===== config.mk =====
export PLATFORM = sky130hd
export DESIGN_NAME = byte_ring_with_line_frame_extract
export DESIGN_NICKNAME = d
export VERILOG_FILES = /design/src/brlf_pkg.sv /design/src/byte_ring_with_line_frame_extract.sv /design/src/brlf_dp.sv /design/src/brlf_ctrl.sv
export SDC_FILE = /design/constraint.sdc
export NUM_CORES = 2
export LEC_CHECK = 0
export BUFFER_PORTS_ARGS = -buffer_cell sky130_fd_sc_hd__buf_2
export CORE_ASPECT_RATIO = 2
export CORE_UTILIZATION = 55
export CTS_CLUSTER_SIZE = 28
export DETAILED_ROUTE_END_ITERATION = 10
export GPL_ROUTABILITY_DRIVEN = 0
export PLACE_DENSITY = 0.71
export SYNTH_ARGS = -nofsm -noshare
export SYNTH_HDL_FRONTEND = slang
export SYNTH_HIERARCHICAL = 1
export SYNTH_SLANG_ARGS = --single-unit

===== constraint.sdc =====
create_clock -name aclk -period 8.2 [get_ports aclk]
set_input_delay 1.23 -clock aclk [delete_from_list [all_inputs] [get_ports aclk]]
set_output_delay 1.23 -clock aclk [all_outputs]
set_load 0.01 [all_outputs]

===== src/brlf_pkg.sv =====
`timescale 1ns / 1ps
`default_nettype none
// ----------------------------------------------------------------------------
// brlf_pkg
// Shared constants, codes and control types for the byte ring with line
// frame extraction.
// ----------------------------------------------------------------------------
package brlf_pkg;

    localparam int RING_DEPTH = 256;
    localparam int PTR_W      = $clog2(RING_DEPTH);
    localparam int BLEN_W     = 16;
    localparam int LIM_W      = 7;
    localparam int STAT_W     = 3;

    localparam logic [LIM_W-1:0] LIMIT_MIN   = 7'd2;
    localparam logic [LIM_W-1:0] LIMIT_MAX   = 7'd64;
    localparam logic [LIM_W-1:0] LIMIT_RESET = 7'd64;

    localparam logic [7:0] NEWLINE = 8'h0A;

    localparam logic [STAT_W-1:0] ST_FRAME    = 3'd0;
    localparam logic [STAT_W-1:0] ST_NOFRAME  = 3'd1;
    localparam logic [STAT_W-1:0] ST_LIMIT    = 3'd2;
    localparam logic [STAT_W-1:0] ST_STORED   = 3'd3;
    localparam logic [STAT_W-1:0] ST_REJECTED = 3'd4;

    localparam logic MODE_WRITE    = 1'b0;
    localparam logic MODE_RETRIEVE = 1'b1;

    typedef struct packed {
        logic acc_write;
        logic scan_start;
        logic fetch;
        logic emit_byte;
        logic emit_noframe;
        logic emit_limit;
        logic emit_frame;
    } brlf_cmd_t;

    typedef struct packed {
        logic out_free;
        logic scan_end;
        logic scan_limit;
        logic is_newline;
    } brlf_stat_t;

endpackage
`default_nettype wire


===== src/byte_ring_with_line_frame_extract.sv =====
`timescale 1ns / 1ps
`default_nettype none
// ----------------------------------------------------------------------------
// byte_ring_with_line_frame_extract
// Circular byte store with block admission and newline frame extraction.
// ----------------------------------------------------------------------------
// A write transaction (tuser bit 0 low) offers one byte of a block and is
// answered by one status transaction in the next cycle; writes run at one per
// cycle while results are taken. A retrieve transaction scans the ring from
// the read pointer, returning each scanned byte and then one status
// transaction with tlast set. Each byte is taken from the ring memory by a
// registered read and then returned, and no new transaction is accepted
// until the status has been issued. The receive limit may be written at
// any time the block is idle and defaults to 64.
// ----------------------------------------------------------------------------
module byte_ring_with_line_frame_extract (
    input  wire logic        aclk,
    input  wire logic        aresetn,
    input  wire logic        s_axis_tvalid,
    output logic             s_axis_tready,
    input  wire logic [23:0] s_axis_tdata,   // data_byte, block_len
    input  wire logic [1:0]  s_axis_tuser,   // mode, first_in_block
    output logic             m_axis_tvalid,
    input  wire logic        m_axis_tready,
    output logic [15:0]      m_axis_tdata,   // out_byte, frame_length, zero pad
    output logic [3:0]       m_axis_tuser,   // byte_valid, status
    output logic             m_axis_tlast,
    input  wire logic        cfg_wr_en,
    input  wire logic [6:0]  cfg_wr_data     // receive_limit
);

    brlf_pkg::brlf_cmd_t  cmd;
    brlf_pkg::brlf_stat_t stat;

    logic [7:0]                        out_byte;
    logic                              out_bvalid;
    logic [brlf_pkg::STAT_W-1:0]       out_status;
    logic [brlf_pkg::LIM_W-1:0]        out_flen;

    brlf_ctrl u_ctrl (
        .aclk     (aclk),
        .aresetn  (aresetn),
        .in_valid (s_axis_tvalid),
        .in_mode  (s_axis_tuser[0]),
        .in_ready (s_axis_tready),
        .stat     (stat),
        .cmd      (cmd)
    );

    brlf_dp u_dp (
        .aclk           (aclk),
        .aresetn        (aresetn),
        .cmd            (cmd),
        .stat           (stat),
        .in_byte        (s_axis_tdata[7:0]),
        .in_first       (s_axis_tuser[1]),
        .in_blen        (s_axis_tdata[23:8]),
        .cfg_wr_en      (cfg_wr_en),
        .cfg_wr_data    (cfg_wr_data),
        .out_ready      (m_axis_tready),
        .out_valid      (m_axis_tvalid),
        .out_byte       (out_byte),
        .out_byte_valid (out_bvalid),
        .out_status     (out_status),
        .out_flen       (out_flen),
        .out_last       (m_axis_tlast)
    );

    assign m_axis_tdata = {1'b0, out_flen, out_byte};
    assign m_axis_tuser = {out_status, out_bvalid};

    a_retrieve_busy: assert property (@(posedge aclk) disable iff (!aresetn)
        s_axis_tvalid && s_axis_tready && s_axis_tuser[0] |=> !s_axis_tready)
        else $error("input accepted during a retrieve");

    a_byte_not_last: assert property (@(posedge aclk) disable iff (!aresetn)
        m_axis_tvalid && m_axis_tuser[0] |-> !m_axis_tlast
            && m_axis_tuser[3:1] == brlf_pkg::ST_FRAME)
        else $error("scanned byte flagged as final or with status");

    a_flen_only_frame: assert property (@(posedge aclk) disable iff (!aresetn)
        m_axis_tvalid && m_axis_tdata[14:8] != 7'd0 |->
            m_axis_tlast && m_axis_tuser[3:1] == brlf_pkg::ST_FRAME)
        else $error("frame length outside a frame status");

    a_write_answer: assert property (@(posedge aclk) disable iff (!aresetn)
        s_axis_tvalid && s_axis_tready && !s_axis_tuser[0] |=>
            m_axis_tvalid && m_axis_tlast
            && (m_axis_tuser[3:1] == brlf_pkg::ST_STORED
                || m_axis_tuser[3:1] == brlf_pkg::ST_REJECTED))
        else $error("write not answered with a write status");

endmodule
`default_nettype wire


===== src/brlf_dp.sv =====
`timescale 1ns / 1ps
`default_nettype none
// ----------------------------------------------------------------------------
// brlf_dp
// Datapath: ring store, pointers, block admission, scan position and count,
// and the result register.
// ----------------------------------------------------------------------------
module brlf_dp (
    input  wire logic                       aclk,
    input  wire logic                       aresetn,
    input  wire brlf_pkg::brlf_cmd_t        cmd,
    output brlf_pkg::brlf_stat_t            stat,
    input  wire logic [7:0]                 in_byte,
    input  wire logic                       in_first,
    input  wire logic [brlf_pkg::BLEN_W-1:0] in_blen,
    input  wire logic                       cfg_wr_en,
    input  wire logic [brlf_pkg::LIM_W-1:0] cfg_wr_data,
    input  wire logic                       out_ready,
    output logic                            out_valid,
    output logic [7:0]                      out_byte,
    output logic                            out_byte_valid,
    output logic [brlf_pkg::STAT_W-1:0]     out_status,
    output logic [brlf_pkg::LIM_W-1:0]      out_flen,
    output logic                            out_last
);

    localparam int PW = brlf_pkg::PTR_W;

    logic [7:0]                   mem [brlf_pkg::RING_DEPTH];
    logic [PW-1:0]                rd_ptr_reg, wr_ptr_reg, pos_reg;
    logic [brlf_pkg::BLEN_W-1:0]  rem_reg;
    logic                         drop_reg;
    logic [brlf_pkg::LIM_W-1:0]   limit_reg, cnt_reg;
    logic [7:0]                   rd_data_reg;

    logic                         valid_reg, bvalid_reg, last_reg;
    logic [7:0]                   byte_reg;
    logic [brlf_pkg::STAT_W-1:0]  status_reg;
    logic [brlf_pkg::LIM_W-1:0]   flen_reg;

    logic [PW:0]                  used, space;
    logic                         drop_next;
    logic [brlf_pkg::BLEN_W-1:0]  rem_next;
    logic                         do_store;
    logic [brlf_pkg::LIM_W-1:0]   lim_eff;
    logic [PW-1:0]                wr_ptr_inc, pos_inc;
    logic                         emit_any;

    function automatic logic [PW-1:0] ptr_inc(input logic [PW-1:0] p);
        ptr_inc = (p == PW'(brlf_pkg::RING_DEPTH - 1)) ? '0 : p + PW'(1);
    endfunction

    always_comb begin
        if (wr_ptr_reg >= rd_ptr_reg) begin
            used = {1'b0, wr_ptr_reg} - {1'b0, rd_ptr_reg};
        end else begin
            used = {1'b0, wr_ptr_reg} + (PW+1)'(brlf_pkg::RING_DEPTH) - {1'b0, rd_ptr_reg};
        end
        space = (PW+1)'(brlf_pkg::RING_DEPTH - 1) - used;

        drop_next = drop_reg;
        rem_next  = rem_reg;
        if (in_first) begin
            drop_next = in_blen > brlf_pkg::BLEN_W'(space);
            rem_next  = drop_next ? '0 : in_blen;
        end
        do_store = !drop_next && (rem_next != '0);

        if (limit_reg < brlf_pkg::LIMIT_MIN) begin
            lim_eff = brlf_pkg::LIMIT_MIN;
        end else if (limit_reg > brlf_pkg::LIMIT_MAX) begin
            lim_eff = brlf_pkg::LIMIT_MAX;
        end else begin
            lim_eff = limit_reg;
        end

        wr_ptr_inc = ptr_inc(wr_ptr_reg);
        pos_inc    = ptr_inc(pos_reg);
        emit_any   = cmd.acc_write | cmd.emit_byte | cmd.emit_noframe
                   | cmd.emit_limit | cmd.emit_frame;
    end

    assign stat.out_free   = !valid_reg || out_ready;
    assign stat.scan_end   = (pos_reg == wr_ptr_reg);
    assign stat.scan_limit = (cnt_reg + brlf_pkg::LIM_W'(1)) >= lim_eff;
    assign stat.is_newline = (rd_data_reg == brlf_pkg::NEWLINE);

    // ring store: write on admitted bytes, registered read on fetch
    always_ff @(posedge aclk) begin
        if (cmd.acc_write && do_store) begin
            mem[wr_ptr_reg] <= in_byte;
        end
        if (cmd.fetch) begin
            rd_data_reg <= mem[pos_reg];
        end
    end

    always_ff @(posedge aclk) begin
        if (!aresetn) begin
            rd_ptr_reg <= '0;
            wr_ptr_reg <= '0;
            rem_reg    <= '0;
            drop_reg   <= 1'b0;
            limit_reg  <= brlf_pkg::LIMIT_RESET;
            pos_reg    <= '0;
            cnt_reg    <= '0;
            valid_reg  <= 1'b0;
        end else begin
            if (cfg_wr_en) begin
                limit_reg <= cfg_wr_data;
            end
            if (cmd.acc_write) begin
                drop_reg <= drop_next;
                if (do_store) begin
                    wr_ptr_reg <= wr_ptr_inc;
                    rem_reg    <= rem_next - brlf_pkg::BLEN_W'(1);
                end else begin
                    rem_reg    <= rem_next;
                end
            end
            if (cmd.scan_start) begin
                pos_reg <= rd_ptr_reg;
                cnt_reg <= '0;
            end
            if (cmd.fetch) begin
                cnt_reg <= cnt_reg + brlf_pkg::LIM_W'(1);
            end
            if (cmd.emit_byte) begin
                pos_reg <= pos_inc;
            end
            if (cmd.emit_limit || cmd.emit_frame) begin
                rd_ptr_reg <= pos_reg;
            end
            if (emit_any) begin
                valid_reg <= 1'b1;
            end else if (out_ready) begin
                valid_reg <= 1'b0;
            end
        end
    end

    always_ff @(posedge aclk) begin
        if (emit_any) begin
            byte_reg   <= cmd.emit_byte ? rd_data_reg : 8'd0;
            bvalid_reg <= cmd.emit_byte;
            flen_reg   <= cmd.emit_frame ? cnt_reg : '0;
            last_reg   <= !cmd.emit_byte;
            if (cmd.acc_write) begin
                status_reg <= do_store ? brlf_pkg::ST_STORED : brlf_pkg::ST_REJECTED;
            end else if (cmd.emit_noframe) begin
                status_reg <= brlf_pkg::ST_NOFRAME;
            end else if (cmd.emit_limit) begin
                status_reg <= brlf_pkg::ST_LIMIT;
            end else begin
                status_reg <= brlf_pkg::ST_FRAME;
            end
        end
    end

    assign out_valid      = valid_reg;
    assign out_byte       = byte_reg;
    assign out_byte_valid = bvalid_reg;
    assign out_status     = status_reg;
    assign out_flen       = flen_reg;
    assign out_last       = last_reg;

endmodule
`default_nettype wire


===== src/brlf_ctrl.sv =====
`timescale 1ns / 1ps
`default_nettype none
// ----------------------------------------------------------------------------
// brlf_ctrl
// Controller: accepts transactions and sequences the frame scan.
// ----------------------------------------------------------------------------
module brlf_ctrl (
    input  wire logic                 aclk,
    input  wire logic                 aresetn,
    input  wire logic                 in_valid,
    input  wire logic                 in_mode,
    output logic                      in_ready,
    input  wire brlf_pkg::brlf_stat_t stat,
    output brlf_pkg::brlf_cmd_t       cmd
);

    localparam logic [1:0] S_IDLE  = 2'd0;
    localparam logic [1:0] S_FETCH = 2'd1;
    localparam logic [1:0] S_EMIT  = 2'd2;
    localparam logic [1:0] S_FRAME = 2'd3;

    logic [1:0] state_reg, state_next;

    always_comb begin
        state_next = state_reg;
        cmd        = '0;
        in_ready   = 1'b0;
        case (state_reg)
            S_IDLE: begin
                in_ready = stat.out_free;
                if (in_valid && stat.out_free) begin
                    if (in_mode == brlf_pkg::MODE_WRITE) begin
                        cmd.acc_write = 1'b1;
                    end else begin
                        cmd.scan_start = 1'b1;
                        state_next     = S_FETCH;
                    end
                end
            end
            S_FETCH: begin
                if (stat.scan_end) begin
                    if (stat.out_free) begin
                        cmd.emit_noframe = 1'b1;
                        state_next       = S_IDLE;
                    end
                end else if (stat.scan_limit) begin
                    if (stat.out_free) begin
                        cmd.emit_limit = 1'b1;
                        state_next     = S_IDLE;
                    end
                end else begin
                    cmd.fetch  = 1'b1;
                    state_next = S_EMIT;
                end
            end
            S_EMIT: begin
                if (stat.out_free) begin
                    cmd.emit_byte = 1'b1;
                    state_next    = stat.is_newline ? S_FRAME : S_FETCH;
                end
            end
            S_FRAME: begin
                if (stat.out_free) begin
                    cmd.emit_frame = 1'b1;
                    state_next     = S_IDLE;
                end
            end
            default: begin
                state_next = S_IDLE;
            end
        endcase
    end

    always_ff @(posedge aclk) begin
        if (!aresetn) begin
            state_reg <= S_IDLE;
        end else begin
            state_reg <= state_next;
        end
    end

endmodule
`default_nettype wire

## Word level (Yosys, flattened, before mapping)

Memories as Yosys holds them, arrays and structs flattened. A register that Yosys moved wholly into a read port is not among the register bits.
Cells that the tools add are included.

- Flip-flop bits (word level): 78
- RAM bits: 2048
- Input port bits: 38
- Output and inout bits: 23
- Memories: 1

- Add/subtract/negate cells: 8
- Magnitude comparators: 5
- Eq/ne operators: 10
- Muxes and demuxes: 44
- Bitwise gates (word level): 4
- Reductions and logical operators: 15

Memory list:

| memory | words | width | rd ports | clocked after memory_dff | write ports | line | RTL |
|---|---|---|---|---|---|---|---|
| u_dp.mem | 256 | 8 | 1 | 1 | 1 | brlf_dp.sv:29 | `logic [7:0] mem [brlf_pkg::RING_DEPTH];` |

Operators with widths:

| cell | count |
|---|---|
| 16-bit 2-to-1 mux | 3 |
| 8-bit 2-to-1 mux | 4 |
| 7-bit 2-to-1 mux | 4 |
| 2-bit 2-to-1 mux | 11 |
| 1-bit 2-to-1 mux | 17 |
| 8-bit by 1-bit adder with 8-bit output, second input constant | 2 |
| 8-bit equality test, second input constant | 2 |
| 16-bit by 9-bit greater-than comparator with 1-bit output | 1 |
| 16-bit nonzero test | 1 |
| 16-bit by 1-bit subtractor with 16-bit output, second input constant | 1 |
| 8-bit by 9-bit adder with 9-bit output, second input constant | 1 |
| 3-bit 2-to-1 mux | 3 |
| 9-bit 2-to-1 mux | 1 |
| 8-bit by 8-bit subtractor with 9-bit output | 1 |
| 8-bit by 9-bit subtractor with 9-bit output, first input constant | 1 |
| 9-bit by 8-bit subtractor with 9-bit output | 1 |
| 8-bit by 4-bit equality test with 1-bit output, second input constant | 1 |
| 8-bit equality test | 1 |
| 8-bit greater-or-equal comparator | 1 |
| 2-bit case mux with 4 select lines | 1 |
| 7-bit by 1-bit adder with 7-bit output, second input constant | 1 |
| 7-bit greater-or-equal comparator | 1 |
| 7-bit greater-than comparator, second input constant | 1 |
| 7-bit by 2-bit < comparator with 1-bit output, second input constant | 1 |
| 12 further kinds | 24 |

## Depth between registers and ports, before layout

- Depth after elaboration: 12
- Mapped depth: 26
- Mapped depth without buffers: 25

## By module

The synthesis kept the hierarchy.

By module, submodules not included:

| module | times used | cells each | area an instance (µm²) | sequential area each (µm²) |
|---|---|---|---|---|
| brlf_dp | 1 | 4060 | 83158.5 | 63460.9 |
| brlf_ctrl | 1 | 19 | 171.4 | 40.0 |
| byte_ring_with_line_frame_extract | 1 | 3 | 18.8 | 0.0 |

## Worst setup path before layout

OpenSTA, ideal clock, no wires.

- Kind: register -> register
- From: reg u_dp.wr_ptr_reg[0]
- To: mem u_dp.mem[219][0], enable pin
- Library setup time: 370 ps
- Arrival: 5607 ps
- Required time: 7830 ps
- Setup slack: 2223 ps
- Cell stages (with the launch flop): 26
- Period minus slack after synthesis: 5977 ps
- Path through: dfxtp_1 > inv_1 > ha_1 > inv_1 > fa_1 > nand2_1 > nand2_1 > a21oi_1 > or4_1 > a211oi_1 > o21ai_0 > ha_1 > and4_1 > and2_1 > a2111oi_2 > a21boi_1 > a211o_1 > ha_1 > nor4b_1 > nand3_1 > a21oi_1 > nor3_1 > clkbuf_1 > nand4_1 > buf_2 > nor2_1

- Cells in the longest elaborated chain, start to end: 12
- Elaborated cells between the ends (all ways): 16
- Those cells by class: 4 x add/sub; 2 x order compare; 6 x mux; 4 x reduce/logical

Ends and longest elaborated chain:

| element | line | RTL |
|---|---|---|
| from (decl) | brlf_dp.sv:30 | `logic [PW-1:0] rd_ptr_reg, wr_ptr_reg, pos_reg;` |
| from (signal assigned) | brlf_dp.sv:115 | `wr_ptr_reg <= wr_ptr_inc;` |
| 8-bit by 9-bit adder with 9-bit output | brlf_dp.sv:57 | `used = {1'b0, wr_ptr_reg} + (PW+1)'(brlf_pkg::RING_DEPTH) - {1'b0, rd_ptr_reg};` |
| 9-bit by 8-bit subtractor with 9-bit output | brlf_dp.sv:57 |  |
| 9-bit 2-to-1 mux | brlf_dp.sv:54 | `if (wr_ptr_reg >= rd_ptr_reg) begin` |
| 8-bit by 9-bit subtractor with 9-bit output | brlf_dp.sv:59 | `space = (PW+1)'(brlf_pkg::RING_DEPTH - 1) - used;` |
| 16-bit by 9-bit greater-than comparator with 1-bit output | brlf_dp.sv:64 | `drop_next = in_blen > brlf_pkg::BLEN_W'(space);` |
| 16-bit 2-to-1 mux | brlf_dp.sv:65 | `rem_next = drop_next ? '0 : in_blen;` |
| 16-bit 2-to-1 mux | brlf_dp.sv:63 | `if (in_first) begin` |
| 16-bit nonzero test | brlf_dp.sv:67 | `do_store = !drop_next && (rem_next != '0);` |
| 1-bit logical AND | brlf_dp.sv:67 |  |
| 1-bit logical AND | brlf_dp.sv:90 | `if (cmd.acc_write && do_store) begin` |
| 1-bit 2-to-1 mux | brlf_dp.sv:90 |  |
| 1-bit 2-to-1 mux (not written as such) | brlf_dp.sv:91 | `mem[wr_ptr_reg] <= in_byte;` |
| to (decl) | brlf_dp.sv:29 |  |

Parallel ways exist; a longest one is shown, timed or not.

## Final worst setup path

- From: reg u_dp.wr_ptr_reg[0]
- To: mem u_dp.mem[22][5], enable pin

Same word-level chain as after synthesis.

==> flow_results.org <==
** Floorplanning
- From bottom edge to top edge, the die measures 552.5 um.
- Starting utilization of the core area :: 55.51%
- The floorplan step defined a die boundary enclosing 153200 um2.
- In this run the core area contains 201 standard-cell rows.
- Measured along the x axis, the die boundary spans 277.3 um.
- Core area :: 150100 um2
- In this run the count of I/O pins placed on the die edge is 61.

** Pwr
- The worst-case IR drop observed on VDD is 0.0001576 V.
- Leakage :: 27.72 nW
- Power per cell area :: 229.3 nW/um2

** Setup path
- Data on the critical path arrives at its endpoint at 7.61 ns.
- The worst setup path is launched from a flop.
- Largest stage delay, worst path :: 0.61 ns
- STA classifies the critical path endpoint as a flop.
- The critical path runs through a total of 25 cells.
- Crit-path slowest cell :: sky130_fd_sc_hd__nor2_1
- On the critical path the largest part of the delay comes from simple AND/OR/NAND/NOR gates.
- Counting both buffers and inverters, the worst setup path holds a total of 4.
- Measured in cells, the most critical reg-to-reg path has a length of 25.
- Largest fanout of any net on the critical path :: 23
- For the worst setup path, the data required time is 8.63 ns.
- Setup Crit Path Kind :: reg -> reg
- Cell type with the highest occurrence count on the critical path :: sky130_fd_sc_hd__ha_1

** Timing
- Actual transition at the worst max-transition pin :: 1.279 ns
- The worst path in the final design needs a cycle of 7.171 ns, including I/O delays and setup.
- Final count of negative-setup-slack endpoints :: 0
- Setup repair after global routing left no endpoint under its margin.
- Final cycle utilization of the critical path :: 87.45%
- The number of max-slew violations in the final report came to 0.
- Between clock sinks in the finished design, the worst skew comes to 0.03243 ns.
- In this run the tightest slew margin relative to its limit is 14.75%.
- Timing would allow up to 139.5 MHz.
- After routing, the total negative slack on setup checks comes to 0 ns.
- Final count of hold timing violations :: 0

** Run
- Across the run, the number of max-cap violations was 0.

** Logic synthesis
- Part of the Yosys area used for sequential elements :: 76.19%
- Post-synth top flop :: sky130_fd_sc_hd__edfxtp_1
- Area of the mapped netlist :: 83350 um2
- Averaged over all synthesized cells, the footprint is 20.42 um2.
- Flop and latch count out of synthesis :: 2134
- Of all flip-flops after synthesis, the portion carrying an async set or reset was 0%.
- The biggest area contributor in the post-synthesis netlist is sky130_fd_sc_hd__edfxtp_1.
- Post-synth EDFFs :: 2076
- Counting every instance in the synthesized netlist gives 4082.
- Post-Syn Nets :: 4153
- In this run the biggest area consumer among cell types represents 74.79% of the synthesized area.
- Number of synthesis warnings :: 6
- Synth unique cells :: 76
- After synthesis, the cell types taking the most area are sky130_fd_sc_hd__edfxtp_1, sky130_fd_sc_hd__mux4_2, sky130_fd_sc_hd__a22oi_1.

** Layout
- Leaving out filler cells and counting taps, the final layout contains 6192.
- Final design instance area without fill :: 91540 um2
- Relative to the synthesized area, the layout overhead comes to 9.822%.
- In the final design database the tool counted 4198 nets.
- Number of flip-flops under the largest register name :: 2048
- The post-route netlist has 21.53% of its cells at a drive strength greater than 1.

** Route
- After detailed routing, the number of vias per cell comes to 6.612.
- Via total after detailed routing :: 40940
- After detailed routing, the total wire length is 204300 um.
- For this run, the detailed router's first-pass iteration total came to 6.
- The detailed router finished its first iteration with 4335 violations.
- Final routed DRC violation total :: 0
- The count of nets left with antenna violations once routing finished came out at 0.
- Routed length per placed instance :: 33.00 um

** GRT
- Antenna violations before repair :: 3
- Global routing usage summed across all routing layers :: 26.96%
- The via count of the first global-routing pass is 42290.
- After global routing the overflow that remains totals 0.
- Pin count of the biggest net entering global routing :: 182
- The first global-routing pass estimated 294000 um of wire.

** Placed design
- Buffers placed on the I/O ports in this run total 59.
- Cell count after placement :: 5877
- In this run the cell area measured after placement is 85810 um2.
- Detailed Place HPWL :: 127100 um

** Clock network
- # Post-CTS Setup Buffers :: 0
- Skew-Pair Late Insertion Delay :: 0.81 ns
- H-tree levels :: 4
- Clock tree from TritonCTS :: built
- Resize count post-CTS :: 0
- Clock-pin slew was measured on the worst setup and hold paths at 0.07 ns.
- Hold_buf cts :: 0
- The root buffer cell chosen for the clock tree is sky130_fd_sc_hd__clkbuf_16.
- CTS Sinks :: 2134
- Maximum count of clock buffers along a single path :: 4
- Counting the buffers created by CTS gives 176.

** Run status
- Result of the run :: finished, final reports clean

** Min path
- Worst min path class :: reg -> reg
- The worst hold path was traced through 2 stages.
layer usage:
layer / up-vias / part of all wire [%] / wire length, um / global-route usage [%]
li1: 17100 / - / - / -
met1: 21330 / 32 / 64900 / 29.83
met2: 1973 / 54 / 110000 / 48.23
met3: 545 / 6.5 / 13360 / 3.274
met4: 0 / 7.9 / 16100 / 18.68
met5: - / 0 / 0 / 0
cells by family after synthesis:
logic type | count (synthesis) | share of synthesized area, %
AOI/OAI and AO/OA | 477 | 4.379
DFF | 2134 | 76.19
xor gates and xnor gates | 28 | 0.2942
other | 1 | 0.004499
adders and majority gates | 33 | 0.5044
and+or+nand+nor | 604 | 3.247
muxes | 526 | 14.00
buffers and inverters | 279 | 1.380
area by class of cell:
| cell class | instances | area (um2) |
|---|---|---|
| antenna | 4 | 10.01 |
| clock buffer | 206 | 4602 |
| clock inverter | 105 | 1115 |
| fill | 10150 | 58610 |
| inverter | 23 | 86.33 |
| multi-input combinational | 1669 | 18740 |
| sequential | 2134 | 63510 |
| tap | 1928 | 2412 |
| timing repair buffer | 123 | 1059 |
per-stage QoR:
step	hold slack [ns]	utilization, %	total power [mW]	worst slack [ns]
final	0.4543	60.97	20.99	1.029
after global placement	0.4404	57.15	12.77	1.168
after floorplan	0.4318	-	12.47	2.223
after CTS	0.4544	60.96	21.11	1.117
after detailed placement	0.4457	57.15	12.78	1.124
after global routing	0.4885	60.96	21.48	0.6326
power by group:
part / total, mW / switching [mW] / internal [mW]
Sequential: 12.0 / 0.0200 / 12.0
Combinational: 0.544 / 0.387 / 0.156
Clock: 8.44 / 3.72 / 4.72
Yosys cell counts (5+ instances only):
| library cell | number |
|---|---|
| sky130_fd_sc_hd__mux2i_1 | 13 |
| sky130_fd_sc_hd__edfxtp_1 | 2076 |
| sky130_fd_sc_hd__buf_2 | 73 |
| sky130_fd_sc_hd__a31oi_1 | 6 |
| sky130_fd_sc_hd__nor2_1 | 316 |
| sky130_fd_sc_hd__a221oi_1 | 65 |
| sky130_fd_sc_hd__nand2_1 | 127 |
| sky130_fd_sc_hd__o21ai_0 | 25 |
| sky130_fd_sc_hd__xor2_1 | 12 |
| sky130_fd_sc_hd__clkbuf_1 | 163 |
| sky130_fd_sc_hd__or3_1 | 5 |
| sky130_fd_sc_hd__o221ai_1 | 33 |
| sky130_fd_sc_hd__ha_1 | 32 |
| sky130_fd_sc_hd__nor3_1 | 16 |
| sky130_fd_sc_hd__nor2b_1 | 20 |
| sky130_fd_sc_hd__a21o_1 | 17 |
| sky130_fd_sc_hd__nand4_1 | 28 |
| sky130_fd_sc_hd__and2_1 | 20 |
| sky130_fd_sc_hd__a22oi_1 | 177 |
| sky130_fd_sc_hd__and3_1 | 7 |
| sky130_fd_sc_hd__inv_1 | 22 |
| sky130_fd_sc_hd__nand3_1 | 20 |
| sky130_fd_sc_hd__mux4_2 | 512 |
| sky130_fd_sc_hd__nor3b_1 | 10 |
| sky130_fd_sc_hd__buf_1 | 17 |
| sky130_fd_sc_hd__a22o_1 | 64 |
| sky130_fd_sc_hd__a21oi_1 | 45 |
| sky130_fd_sc_hd__dfxtp_1 | 58 |
| sky130_fd_sc_hd__xnor2_1 | 16 |
| sky130_fd_sc_hd__nand2b_1 | 7 |
final timing paths:
path,start,endpoint,slack (ns)
hold / removal,u_dp/drop_reg,u_dp/drop_reg,0.45
setup reg to reg,u_dp/wr_ptr_reg[0],u_dp/mem[22][5],1.03
setup / recovery,u_dp/wr_ptr_reg[0],u_dp/mem[22][5],1.03
hold reg to reg,u_dp/drop_reg,u_dp/drop_reg,0.45
cells in the final DEF, fill, tap and decap left out, types with 33 or more instances in the layout:
cell                           n
sky130_fd_sc_hd__a21oi_1      45
sky130_fd_sc_hd__a221oi_1     65
sky130_fd_sc_hd__a22o_1       64
sky130_fd_sc_hd__a22oi_1     177
sky130_fd_sc_hd__buf_2        51
sky130_fd_sc_hd__buf_4        47
sky130_fd_sc_hd__clkbuf_16   180
sky130_fd_sc_hd__clkinv_2     35
sky130_fd_sc_hd__dfxtp_1      56
sky130_fd_sc_hd__edfxtp_1   2076
sky130_fd_sc_hd__mux4_2      512
sky130_fd_sc_hd__nand2_1     127
sky130_fd_sc_hd__nor2_1      314
sky130_fd_sc_hd__o221ai_1     33
worst min-delay path, delay by kind of cell (launching register included):
kind,cells,cell delay (ns)
flip-flops,1,0.31
AND/OR/NAND/NOR,1,0.05
AO/OA/AOI/OAI,1,0.05
Power figures use the tool's default switching activity.
